===== src/rtl/core/bfpa_pkg.sv =====
`default_nettype none
// ----------------------------------------------------------------------------
// bfpa_pkg
// Operation and status codes shared by the page allocator and its users.
// ----------------------------------------------------------------------------
package bfpa_pkg;

    localparam logic [1:0] FUNC_ADD   = 2'd0;
    localparam logic [1:0] FUNC_ALLOC = 2'd1;
    localparam logic [1:0] FUNC_FREE  = 2'd2;

    localparam logic [1:0] STAT_OK    = 2'd0;
    localparam logic [1:0] STAT_NOFIT = 2'd1;
    localparam logic [1:0] STAT_FULL  = 2'd2;

endpackage
`default_nettype wire


===== src/rtl/core/best_fit_page_allocator.sv =====
`default_nettype none
// ----------------------------------------------------------------------------
// best_fit_page_allocator
// Best-fit free page allocator. Free extents live in one address-ordered
// table; free merges with neighboring extents.
// ----------------------------------------------------------------------------
// A free into a full table first walks the whole table to check that a merge frees a slot.
// One transaction is worked at a time; the extent memory's single read port
// and single write port pace every table walk at one entry per cycle.
// Reset empties the table (extent count zero) and clears the free page count.
// The extent memory itself is not cleared; only entries below the count are read.
module best_fit_page_allocator
    import bfpa_pkg::*;
#(
    parameter int MAX_EXTENTS = 64,
    parameter int PAGE_BITS   = 20
) (
    input  wire                   i_clk,
    input  wire                   i_rst_n,
    // request channel
    input  wire                   i_valid,
    output logic                  o_stall,
    input  wire  [1:0]            i_func,
    input  wire  [PAGE_BITS-1:0]  i_page_index,
    input  wire  [PAGE_BITS:0]    i_page_count,
    // response channel
    output logic                  o_valid,
    input  wire                   i_stall,
    output logic [1:0]            o_status,
    output logic [PAGE_BITS-1:0]  o_alloc_start,
    output logic [PAGE_BITS:0]    o_free_total
);

    localparam int PB = PAGE_BITS;
    localparam int AW = (MAX_EXTENTS > 1) ? $clog2(MAX_EXTENTS) : 1;
    localparam int CW = $clog2(MAX_EXTENTS + 1);
    localparam int EW = 2 * PB + 1;   // {start, length}
    localparam logic [CW-1:0] MAX_CNT = CW'(MAX_EXTENTS);
    localparam logic [PB:0]   SPACE   = {1'b1, {PB{1'b0}}};

    typedef enum logic [3:0] {
        S_IDLE, S_TCHK, S_MRGB, S_MRG, S_INSB, S_INS, S_INS0,
        S_BEST, S_BFIN, S_REM, S_DONE
    } t_state;

    // extent memory, registered read
    logic [EW-1:0] r_mem [MAX_EXTENTS];
    logic [EW-1:0] r_rd;

    logic          mem_we, mem_re;
    logic [AW-1:0] mem_wa, mem_ra;
    logic [EW-1:0] mem_wd;

    t_state         r_state, n_state;
    logic [PB-1:0]  r_bs, n_bs;          // working block start
    logic [PB:0]    r_bl, n_bl;          // working block length / request
    logic [CW-1:0]  r_used, n_used;      // valid extents, packed at low slots
    logic [CW-1:0]  r_i, n_i;            // walk index (data in r_rd)
    logic [CW-1:0]  r_w, n_w;            // compaction write index
    logic           r_touch, n_touch;
    logic           r_found, n_found;
    logic [CW-1:0]  r_best, n_best;
    logic [PB-1:0]  r_bst, n_bst;
    logic [PB:0]    r_blen, n_blen;
    logic [PB:0]    r_free, n_free;
    logic [1:0]     r_status, n_status;
    logic [PB-1:0]  r_astart, n_astart;
    logic           r_ovalid, n_ovalid;
    logic [1:0]     r_ostat, n_ostat;
    logic [PB-1:0]  r_oast, n_oast;
    logic [PB:0]    r_ofree, n_ofree;

    logic [PB-1:0]  rd_start;
    logic [PB:0]    rd_len;
    logic [PB:0]    blk_end, ext_end, room, clip_cnt;
    logic [PB+1:0]  sat_sum;
    logic [PB:0]    sat_free;
    logic           hit_after, hit_before, fit;
    logic [PB:0]    tail_start;

    assign rd_start = r_rd[EW-1 -: PB];
    assign rd_len   = r_rd[PB:0];

    assign blk_end    = {1'b0, r_bs} + r_bl;
    assign ext_end    = {1'b0, rd_start} + rd_len;
    assign hit_after  = (blk_end == {1'b0, rd_start});   // block runs into extent
    assign hit_before = (ext_end == {1'b0, r_bs});       // extent runs into block
    assign fit        = (rd_len >= r_bl) && (!r_found || (rd_len < r_blen));
    assign tail_start = {1'b0, r_bst} + r_bl;

    // clip a new extent so it does not run past the top of the page space
    assign room     = SPACE - {1'b0, i_page_index};
    assign clip_cnt = (i_page_count > room) ? room : i_page_count;

    // saturating free count add; operand is the clipped count or r_bl
    always_comb begin
        sat_sum  = {1'b0, r_free} + ((r_state == S_IDLE) ? {1'b0, clip_cnt} : {1'b0, r_bl});
        sat_free = (sat_sum > {1'b0, SPACE}) ? SPACE : sat_sum[PB:0];
    end

    assign o_stall = (r_state != S_IDLE);

    always_comb begin
        n_state  = r_state;
        n_bs     = r_bs;
        n_bl     = r_bl;
        n_used   = r_used;
        n_i      = r_i;
        n_w      = r_w;
        n_touch  = r_touch;
        n_found  = r_found;
        n_best   = r_best;
        n_bst    = r_bst;
        n_blen   = r_blen;
        n_free   = r_free;
        n_status = r_status;
        n_astart = r_astart;
        n_ovalid = r_ovalid && i_stall;
        n_ostat  = r_ostat;
        n_oast   = r_oast;
        n_ofree  = r_ofree;
        mem_we   = 1'b0;
        mem_wa   = '0;
        mem_wd   = '0;
        mem_re   = 1'b0;
        mem_ra   = '0;

        case (r_state)
            S_IDLE: begin
                if (i_valid) begin
                    n_status = STAT_OK;
                    n_astart = '0;
                    n_bs     = i_page_index;
                    n_bl     = clip_cnt;
                    n_state  = S_DONE;
                    case (i_func)
                        FUNC_ADD: begin
                            if (i_page_count == '0) begin
                                n_state = S_DONE;
                            end else if (r_used == MAX_CNT) begin
                                n_status = STAT_FULL;
                            end else begin
                                n_free  = sat_free;
                                n_w     = r_used;
                                n_state = S_INSB;
                            end
                        end
                        FUNC_FREE: begin
                            if (i_page_count == '0) begin
                                n_state = S_DONE;
                            end else if (r_used == MAX_CNT) begin
                                // full table: a merge must free a slot
                                n_touch = 1'b0;
                                n_i     = '0;
                                mem_re  = 1'b1;
                                mem_ra  = '0;
                                n_state = S_TCHK;
                            end else begin
                                n_state = S_MRGB;
                            end
                        end
                        FUNC_ALLOC: begin
                            n_bl = i_page_count;
                            if (i_page_count == '0 || i_page_count > r_free ||
                                r_used == '0) begin
                                n_status = STAT_NOFIT;
                            end else begin
                                n_found = 1'b0;
                                n_i     = '0;
                                mem_re  = 1'b1;
                                mem_ra  = '0;
                                n_state = S_BEST;
                            end
                        end
                        default: n_state = S_DONE;
                    endcase
                end
            end

            S_TCHK: begin
                if (r_i == r_used - 1'b1) begin
                    if (!(r_touch || hit_after || hit_before)) begin
                        n_status = STAT_FULL;
                        n_state  = S_DONE;
                    end else begin
                        n_state = S_MRGB;
                    end
                end else begin
                    n_touch = r_touch || hit_after || hit_before;
                    n_i     = r_i + 1'b1;
                    mem_re  = 1'b1;
                    mem_ra  = AW'(r_i + 1'b1);
                end
            end

            S_MRGB: begin
                n_free = sat_free;
                n_w    = '0;
                if (r_used == '0) begin
                    n_state = S_INSB;
                end else begin
                    n_i     = '0;
                    mem_re  = 1'b1;
                    mem_ra  = '0;
                    n_state = S_MRG;
                end
            end

            // compaction walk: merged extents drop out, others slide down
            S_MRG: begin
                if (hit_after) begin
                    n_bl = r_bl + rd_len;
                end else if (hit_before) begin
                    n_bs = rd_start;
                    n_bl = r_bl + rd_len;
                end else begin
                    mem_we = 1'b1;
                    mem_wa = AW'(r_w);
                    mem_wd = r_rd;
                    n_w    = r_w + 1'b1;
                end
                if (r_i == r_used - 1'b1) begin
                    n_state = S_INSB;
                end else begin
                    n_i    = r_i + 1'b1;
                    mem_re = 1'b1;
                    mem_ra = AW'(r_i + 1'b1);
                end
            end

            // sorted insert into the r_w entries, walking down from the top
            S_INSB: begin
                if (r_w == '0) begin
                    mem_we  = 1'b1;
                    mem_wa  = '0;
                    mem_wd  = {r_bs, r_bl};
                    n_used  = CW'(1);
                    n_state = S_DONE;
                end else begin
                    n_i     = r_w - 1'b1;
                    mem_re  = 1'b1;
                    mem_ra  = AW'(r_w - 1'b1);
                    n_state = S_INS;
                end
            end

            S_INS: begin
                mem_we = 1'b1;
                mem_wa = AW'(r_i + 1'b1);
                if (rd_start > r_bs) begin
                    mem_wd = r_rd;
                    if (r_i == '0) begin
                        n_state = S_INS0;
                    end else begin
                        n_i    = r_i - 1'b1;
                        mem_re = 1'b1;
                        mem_ra = AW'(r_i - 1'b1);
                    end
                end else begin
                    mem_wd  = {r_bs, r_bl};
                    n_used  = r_w + 1'b1;
                    n_state = S_DONE;
                end
            end

            S_INS0: begin
                mem_we  = 1'b1;
                mem_wa  = '0;
                mem_wd  = {r_bs, r_bl};
                n_used  = r_w + 1'b1;
                n_state = S_DONE;
            end

            S_BEST: begin
                if (fit) begin
                    n_found = 1'b1;
                    n_best  = r_i;
                    n_bst   = rd_start;
                    n_blen  = rd_len;
                end
                if (r_i == r_used - 1'b1) begin
                    n_state = S_BFIN;
                end else begin
                    n_i    = r_i + 1'b1;
                    mem_re = 1'b1;
                    mem_ra = AW'(r_i + 1'b1);
                end
            end

            S_BFIN: begin
                if (!r_found) begin
                    n_status = STAT_NOFIT;
                    n_state  = S_DONE;
                end else begin
                    n_astart = r_bst;
                    n_free   = r_free - r_bl;
                    if (r_blen > r_bl) begin
                        // keep the tail in place
                        mem_we  = 1'b1;
                        mem_wa  = AW'(r_best);
                        mem_wd  = {tail_start[PB-1:0], r_blen - r_bl};
                        n_state = S_DONE;
                    end else begin
                        n_used = r_used - 1'b1;
                        if (r_best + 1'b1 < r_used) begin
                            n_i     = r_best + 1'b1;
                            mem_re  = 1'b1;
                            mem_ra  = AW'(r_best + 1'b1);
                            n_state = S_REM;
                        end else begin
                            n_state = S_DONE;
                        end
                    end
                end
            end

            // close the gap; r_used already holds the reduced count
            S_REM: begin
                mem_we = 1'b1;
                mem_wa = AW'(r_i - 1'b1);
                mem_wd = r_rd;
                if (r_i == r_used) begin
                    n_state = S_DONE;
                end else begin
                    n_i    = r_i + 1'b1;
                    mem_re = 1'b1;
                    mem_ra = AW'(r_i + 1'b1);
                end
            end

            S_DONE: begin
                if (!r_ovalid || !i_stall) begin
                    n_ovalid = 1'b1;
                    n_ostat  = r_status;
                    n_oast   = r_astart;
                    n_ofree  = r_free;
                    n_state  = S_IDLE;
                end
            end

            default: n_state = S_IDLE;
        endcase
    end

    always_ff @(posedge i_clk) begin
        if (!i_rst_n) begin
            r_state  <= S_IDLE;
            r_used   <= '0;
            r_free   <= '0;
            r_ovalid <= 1'b0;
        end else begin
            r_state  <= n_state;
            r_used   <= n_used;
            r_free   <= n_free;
            r_ovalid <= n_ovalid;
        end
        r_bs     <= n_bs;
        r_bl     <= n_bl;
        r_i      <= n_i;
        r_w      <= n_w;
        r_touch  <= n_touch;
        r_found  <= n_found;
        r_best   <= n_best;
        r_bst    <= n_bst;
        r_blen   <= n_blen;
        r_status <= n_status;
        r_astart <= n_astart;
        r_ostat  <= n_ostat;
        r_oast   <= n_oast;
        r_ofree  <= n_ofree;
    end

    always_ff @(posedge i_clk) begin
        if (mem_we) begin
            r_mem[mem_wa] <= mem_wd;
        end
        if (mem_re) begin
            r_rd <= r_mem[mem_ra];
        end
    end

    assign o_valid       = r_ovalid;
    assign o_status      = r_ostat;
    assign o_alloc_start = r_oast;
    assign o_free_total  = r_ofree;

endmodule
`default_nettype wire

===== config.mk =====
export PLATFORM = sky130hd
export DESIGN_NAME = best_fit_page_allocator
export DESIGN_NICKNAME = d
export VERILOG_FILES = /design/src/rtl/core/bfpa_pkg.sv /design/src/rtl/core/best_fit_page_allocator.sv
export SDC_FILE = /design/constraint.sdc
export NUM_CORES = 2
export LEC_CHECK = 0
export BUFFER_PORTS_ARGS = -buffer_cell sky130_fd_sc_hd__buf_2
export CORE_MARGIN = 2
export CORE_UTILIZATION = 25
export CTS_CLUSTER_SIZE = 40
export DETAILED_ROUTE_END_ITERATION = 8
export REMOVE_ABC_BUFFERS = 1
export SETUP_SLACK_MARGIN = 0.5
export SLEW_MARGIN = 20
export SYNTH_ARGS = -nofsm -noshare
export SYNTH_HDL_FRONTEND = slang
export SYNTH_SLANG_ARGS = --single-unit

===== constraint.sdc =====
create_clock -name i_clk -period 19.1 [get_ports i_clk]
set_input_delay 3.82 -clock i_clk [delete_from_list [all_inputs] [get_ports i_clk]]
set_output_delay 3.82 -clock i_clk [all_outputs]
set_load 0.02 [all_outputs]

### Word level (Yosys, flattened, before mapping)

Memory sizes are Yosys's and may differ from the RTL's. A register that Yosys moved wholly into a read port is not among the register bits.
Index checks and enable logic that the tools add are counted.

| storage, ports and cells | value |
|---|---|
| logic and storage cells | 272 |
| output and inout port bits | 45 |
| RAM bits | 2624 |
| memories | 1 |
| bits in registers | 203 |

| operators by class | value |
|---|---|
| reduce and logical (&&, ||, !) cells | 42 |
| order comparisons | 8 |
| $add $sub $neg | 14 |
| equality and inequality tests | 54 |
| mux-type cells | 135 |

Memory list:

| name | depth | bits a word | read ports | clocked after Yosys merged registers in | write ports | line | text |
|---|---|---|---|---|---|---|---|
| r_mem | 64 | 41 | 1 | 1 | 1 | best_fit_page_allocator.sv:47 | `logic [EW-1:0] r_mem [MAX_EXTENTS];` |

Operators by type and width:

| cell | number |
|---|---|
| $mux 21 | 12 |
| $mux 41 | 6 |
| $pmux 41 s6 | 1 |
| $mux 7 | 23 |
| $mux 20 | 5 |
| $pmux 20 s2 | 2 |
| $mux 6 | 12 |
| $gt 21x21->1 | 3 |
| $pmux 21 s3 | 1 |
| $mux 4 | 14 |
| $ne 2x2->1 const B | 27 |
| $pmux 7 s7 | 1 |
| $pmux 4 s11 | 1 |
| $add 20x21->21 | 2 |
| $eq 21x20->1 | 2 |
| $pmux 21 s2 | 1 |
| $sub 21x21->21 | 2 |
| $mux 1 | 32 |
| $pmux 6 s5 | 1 |
| $pmux 7 s4 | 1 |
| $pmux 6 s4 | 1 |
| $add 21x21->22 | 1 |
| $gt 22x21->1 const B | 1 |
| $add 21x21->21 | 1 |
| other kinds (48) | 100 |

### Longest topological paths before layout

| logic depth | value |
|---|---|
| depth after elaboration | 12 |
| mapped depth | 34 |
| depth with buffers taken out | 32 |

### Worst setup path after synthesis

OpenSTA, ideal clock, no wires.

| timing path | value |
|---|---|
| kind | input -> register |
| start | input port i_page_index[8] |
| end | register r_free[0] |
| setup time | 0.071 ns |
| buffers on the path | 2 |
| arrival | 10.379 ns |
| stages | 31 |
| required time | 19.029 ns |
| setup slack | 8.650 ns |
| path through | or3_1 -> or4_1 -> nor2_1 -> nand3_1 -> nor3_1 -> xnor2_1 -> inv_1 -> ha_1 -> nand4_1 -> nor2_1 -> nand3_1 -> a21oi_1 -> o21bai_1 -> a21oi_1 -> clkbuf_1 -> mux2i_1 -> o21ai_0 -> ha_1 -> nor2b_1 -> o31a_1 -> o41a_1 -> a221oi_1 -> o211ai_1 -> a31oi_1 -> o31a_1 -> o211ai_1 -> nand4b_1 -> o22ai_1 -> and3_1 -> buf_2 -> o2bb2ai_1 |

| on the way | value |
|---|---|
| word-level cells in the longest chain between the ends | 12 |

Ends and longest elaborated chain:

| item | line | text |
|---|---|---|
| from (decl) | best_fit_page_allocator.sv:24 | `input wire [PAGE_BITS-1:0] i_page_index,` |
| $sub 21x20->21 (*) | best_fit_page_allocator.sv:92 | `assign room = SPACE - {1'b0, i_page_index};` |
| $gt 21x21->1 | best_fit_page_allocator.sv:93 | `assign clip_cnt = (i_page_count > room) ? room : i_page_count;` |
| $mux 21 (*) | best_fit_page_allocator.sv:93 |  |
| $mux 21 (*) | best_fit_page_allocator.sv:97 | `sat_sum = {1'b0, r_free} + ((r_state == S_IDLE) ? {1'b0, clip_cnt} : {1'b0, r_bl});` |
| $add 21x21->22 (*) | best_fit_page_allocator.sv:97 |  |
| $gt 22x21->1 | best_fit_page_allocator.sv:98 | `sat_free = (sat_sum > {1'b0, SPACE}) ? SPACE : sat_sum[PB:0];` |
| $mux 21 (*) | best_fit_page_allocator.sv:98 |  |
| $mux 21 | best_fit_page_allocator.sv:140 | `end else if (r_used == MAX_CNT) begin` |
| $mux 21 | best_fit_page_allocator.sv:138 | `if (i_page_count == '0) begin` |
| $mux 21 | best_fit_page_allocator.sv:136 | `case (i_func)` |
| $mux 21 | best_fit_page_allocator.sv:130 | `if (i_valid) begin` |
| $pmux 21 s3 (*) | best_fit_page_allocator.sv:128 | `case (r_state)` |
| to (signal assigned) | best_fit_page_allocator.sv:354 | `r_free <= n_free;` |
| to (decl) | best_fit_page_allocator.sv:65 | `logic [PB:0] r_free, n_free;` |

Mark *: on every way between the ends. The rest lies on a longest branch, timed or not. The select of a mux whose other input is x is not followed.
A chain may end at the register's enable or synchronous reset.

### Final worst setup path

| timing path | value |
|---|---|
| start | input port i_page_index[8] |
| end | register r_free[4] |

The elaborated chain is that of the path after synthesis.

==> results.py <==
metrics = {
    "cells_and_area": {
        "mostFrequentLayoutCells": "2835 x edfxtp_1, 1544 x nand2_1, 741 x a21oi_1",
        "fill_cells": 48900,
        "multiInputGateArea_sq_um": 35100,
        "regArea_sq_um": 85800,
        "drive_gt1_frac": 0.0973,
        "utilization": 0.290,
        "final_common_cell": "edfxtp_1",
        "syn_to_final_growth_pct": 15.4,
        "fin_nets": 9574,
    },
    "clocking": {
        "cts-root-buf": "clkbuf_16",
        "clk_pin_slew_ps": 70,
        "numCtsBuffers": 307,
        "cts_resized": 0,
        "cts_tree": "yes",
        "cts.path.max_buffers": 4,
        "cts_setup_buffers": 0,
        "cts_hold_buf": 0,
        "htreeDepth": 5,
        "cts.sinks": 2868,
        "insertion_delay_ps": 940,
    },
    "grt": {
        "grtUsageTotal": 0.148,
        "grt_overflow": 0,
        "antenna_found_initial": 20,
        "grt_pass1_vias": 76200,
        "grt_pass1_wl_mm": 551,
        "grt_start_max_net_pins": 133,
    },
    "route": {
        "wl_per_cell_microns": 24.2,
        "first_pass_iters": 9,
        "vias_per_cell": 5.08,
        "drtIter0Drc": 10200,
        "wl_mm": 387,
        "vias": 81200,
        "ant_nets": 0,
        "drc": 2,
    },
    "yosys": {
        "seq_area_frac_synth": 0.698,
        "netlist_instances": 9171,
        "synth-edff-count": 2835,
        "synth_seq_cells": 2868,
        "yosysWarnings": 0,
        "ys_types": 92,
        "syn_area_per_cell_sq_um": 13.4,
        "syn_area_sq_um": 123000,
        "synthArstFlopShare": 0,
        "yosys_most_used_dff": "edfxtp_1",
    },
    "pwr": {
        "leakage_nw": 47.9,
        "pwr_density_cell_nw_per_um2": 171,
        "irDropWorstVdd_mv": 0.251,
    },
    "die": {
        "initial_core_util": 0.251,
        "core_sq_um": 490000,
        "num_rows": 257,
        "die_x_microns": 705,
        "dieHeight_microns": 705,
        "io_pins": 92,
        "die_area_sq_um": 497000,
    },
    "placed_design": {
        "gp_congestion": 0.889,
        "numPortBuffers": 91,
        "hpwl_mm": 220,
    },
    "setup_path": {
        "cp_max_fo": 12,
        "cp_data_required_time_ps": 19880,
        "critPathKind": "in2reg",
        "path_common_cell": "nor2_1",
        "cpPeakStageDelay_ps": 720,
        "cp-end-kind": "flop",
        "critPathSlowestCell": "a21oi_2",
        "worstPathArrival_ps": 12590,
        "start_kind": "input pin",
    },
    "sta": {
        "report.final.slew_viol_count": 0,
        "finalCritPeriodShare": 0.618,
        "fin_skew_ps": 111,
        "slew_headroom": 0.219,
        "fmax_mhz": 84.7,
        "holdWs_ps": 409,
        "hold_viol": 0,
        "period_minus_slack_ps": 11810,
        "setup_viol": 0,
        "worst_pin_slew_ps": 1160,
        "rsz0062_at_grt": "false",
    },
    "outcome": {
        "status": "complete, but fails checks",
        "violations": "design-rule violations",
    },
    "min_path": {
        "min_path_type": "reg2reg",
    },
    "flow_run": {
        "maxCapViolations": 0,
    },
}
[state kept, by name, indices dropped and copies added (netlist names), 4 cells and up]
register       flops
r_best             7
o_free_total      21
r_state            4
r_w                7
o_alloc_start     20
r_bs              20
r_mem           2624
r_astart          20
r_bl              21
r_used             7
r_blen            21
r_bst             20
r_i                7
r_free            21
r_rd              41
[worst max-delay path: cells and delay by family]
family / cells / cell delay, ps
xor+xnor: 2 / 410
compound gates: 10 / 3270
simple gates: 15 / 3650
buf+inv: 4 / 660
fa+ha+maj: 3 / 740
[cell usage after synthesis, types with 92 or more instances]
| master | count | share of area |
|---|---|---|
| buf_2 | 133 | 0.0054 |
| mux2i_1 | 364 | 0.030 |
| a211oi_1 | 112 | 0.0068 |
| o22ai_1 | 143 | 0.0073 |
| nor2_1 | 208 | 0.0063 |
| and3_1 | 120 | 0.0061 |
| inv_1 | 190 | 0.0058 |
| nand3_1 | 172 | 0.0070 |
| nor4_1 | 141 | 0.0072 |
| nand2_1 | 1548 | 0.047 |
| ha_1 | 262 | 0.027 |
| clkbuf_1 | 373 | 0.011 |
| xnor2_1 | 115 | 0.0082 |
| a221oi_1 | 166 | 0.012 |
| a21oi_1 | 743 | 0.030 |
| a21o_1 | 92 | 0.0056 |
| edfxtp_1 | 2835 | 0.69 |
| o21ai_0 | 399 | 0.016 |
| a31oi_1 | 147 | 0.0075 |
[metrics by stage]
stage | std cells | power, mW | cell area, sq um | setup WS [ps] | TNS (ps)
after CTS | 16000 | 24.1 | 142000 | 7410 | 0
after global routing | 16000 | 25.3 | 142000 | 6850 | 0
after detailed placement | 15400 | 18.2 | 132000 | 6560 | 0
final | 16000 | 24.2 | 142000 | 7290 | 0
after global placement | 15400 | 18.2 | 132000 | 6470 | 0
after floorplan | 8637 | 15.5 | 121000 | -2810 | -114700
[layout make-up]
type / instances / area share
Antenna cell: 4 / 0.0000705
Clock inverter: 193 / 0.0135
Clock buffer: 366 / 0.0563
Sequential cell: 2868 / 0.604
Inverter: 193 / 0.00512
Multi-Input combinational cell: 5576 / 0.248
Timing Repair Buffer: 312 / 0.0159
Tap cell: 6475 / 0.0571
[kinds of logic after synthesis]
group	share of synthesized area
xor gates and xnor gates	0.0135
buffers and inverters	0.0237
adders and majority gates	0.0278
and+or+nand+nor	0.0875
DFF	0.698
AOI/OAI and AO/OA	0.120
muxes	0.0302
[where the power goes]
part           switching, mW  internal [mW]
registers              0.444           7.60
clock network           2.54           3.37
logic                   7.14           3.15
[routing by layer]
metal  wire [microns]  vias to the layer above  share of wire  global-route usage
li1                 -                    35400              -                   -
met3            37100                      627          0.096              0.0274
met4            10700                        8          0.028              0.0407
met2           175000                     4040           0.45               0.234
met5               52                        -        0.00013                   0
met1           163000                    41200           0.42               0.208
[path summary, 6_finish.rpt]
kind / start / endpoint / slack (ps) / depth (start not counted)
min: r_astart[5] / o_alloc_start[5] / 410 / 0
max reg2reg: r_best[0] / r_rd[19] / 10980 / 20
min reg2reg: r_astart[5] / o_alloc_start[5] / 410 / 0
max: i_page_index[8] / r_free[4] / 7290 / 34
No activity file was read; power rests on OpenSTA's default activity.
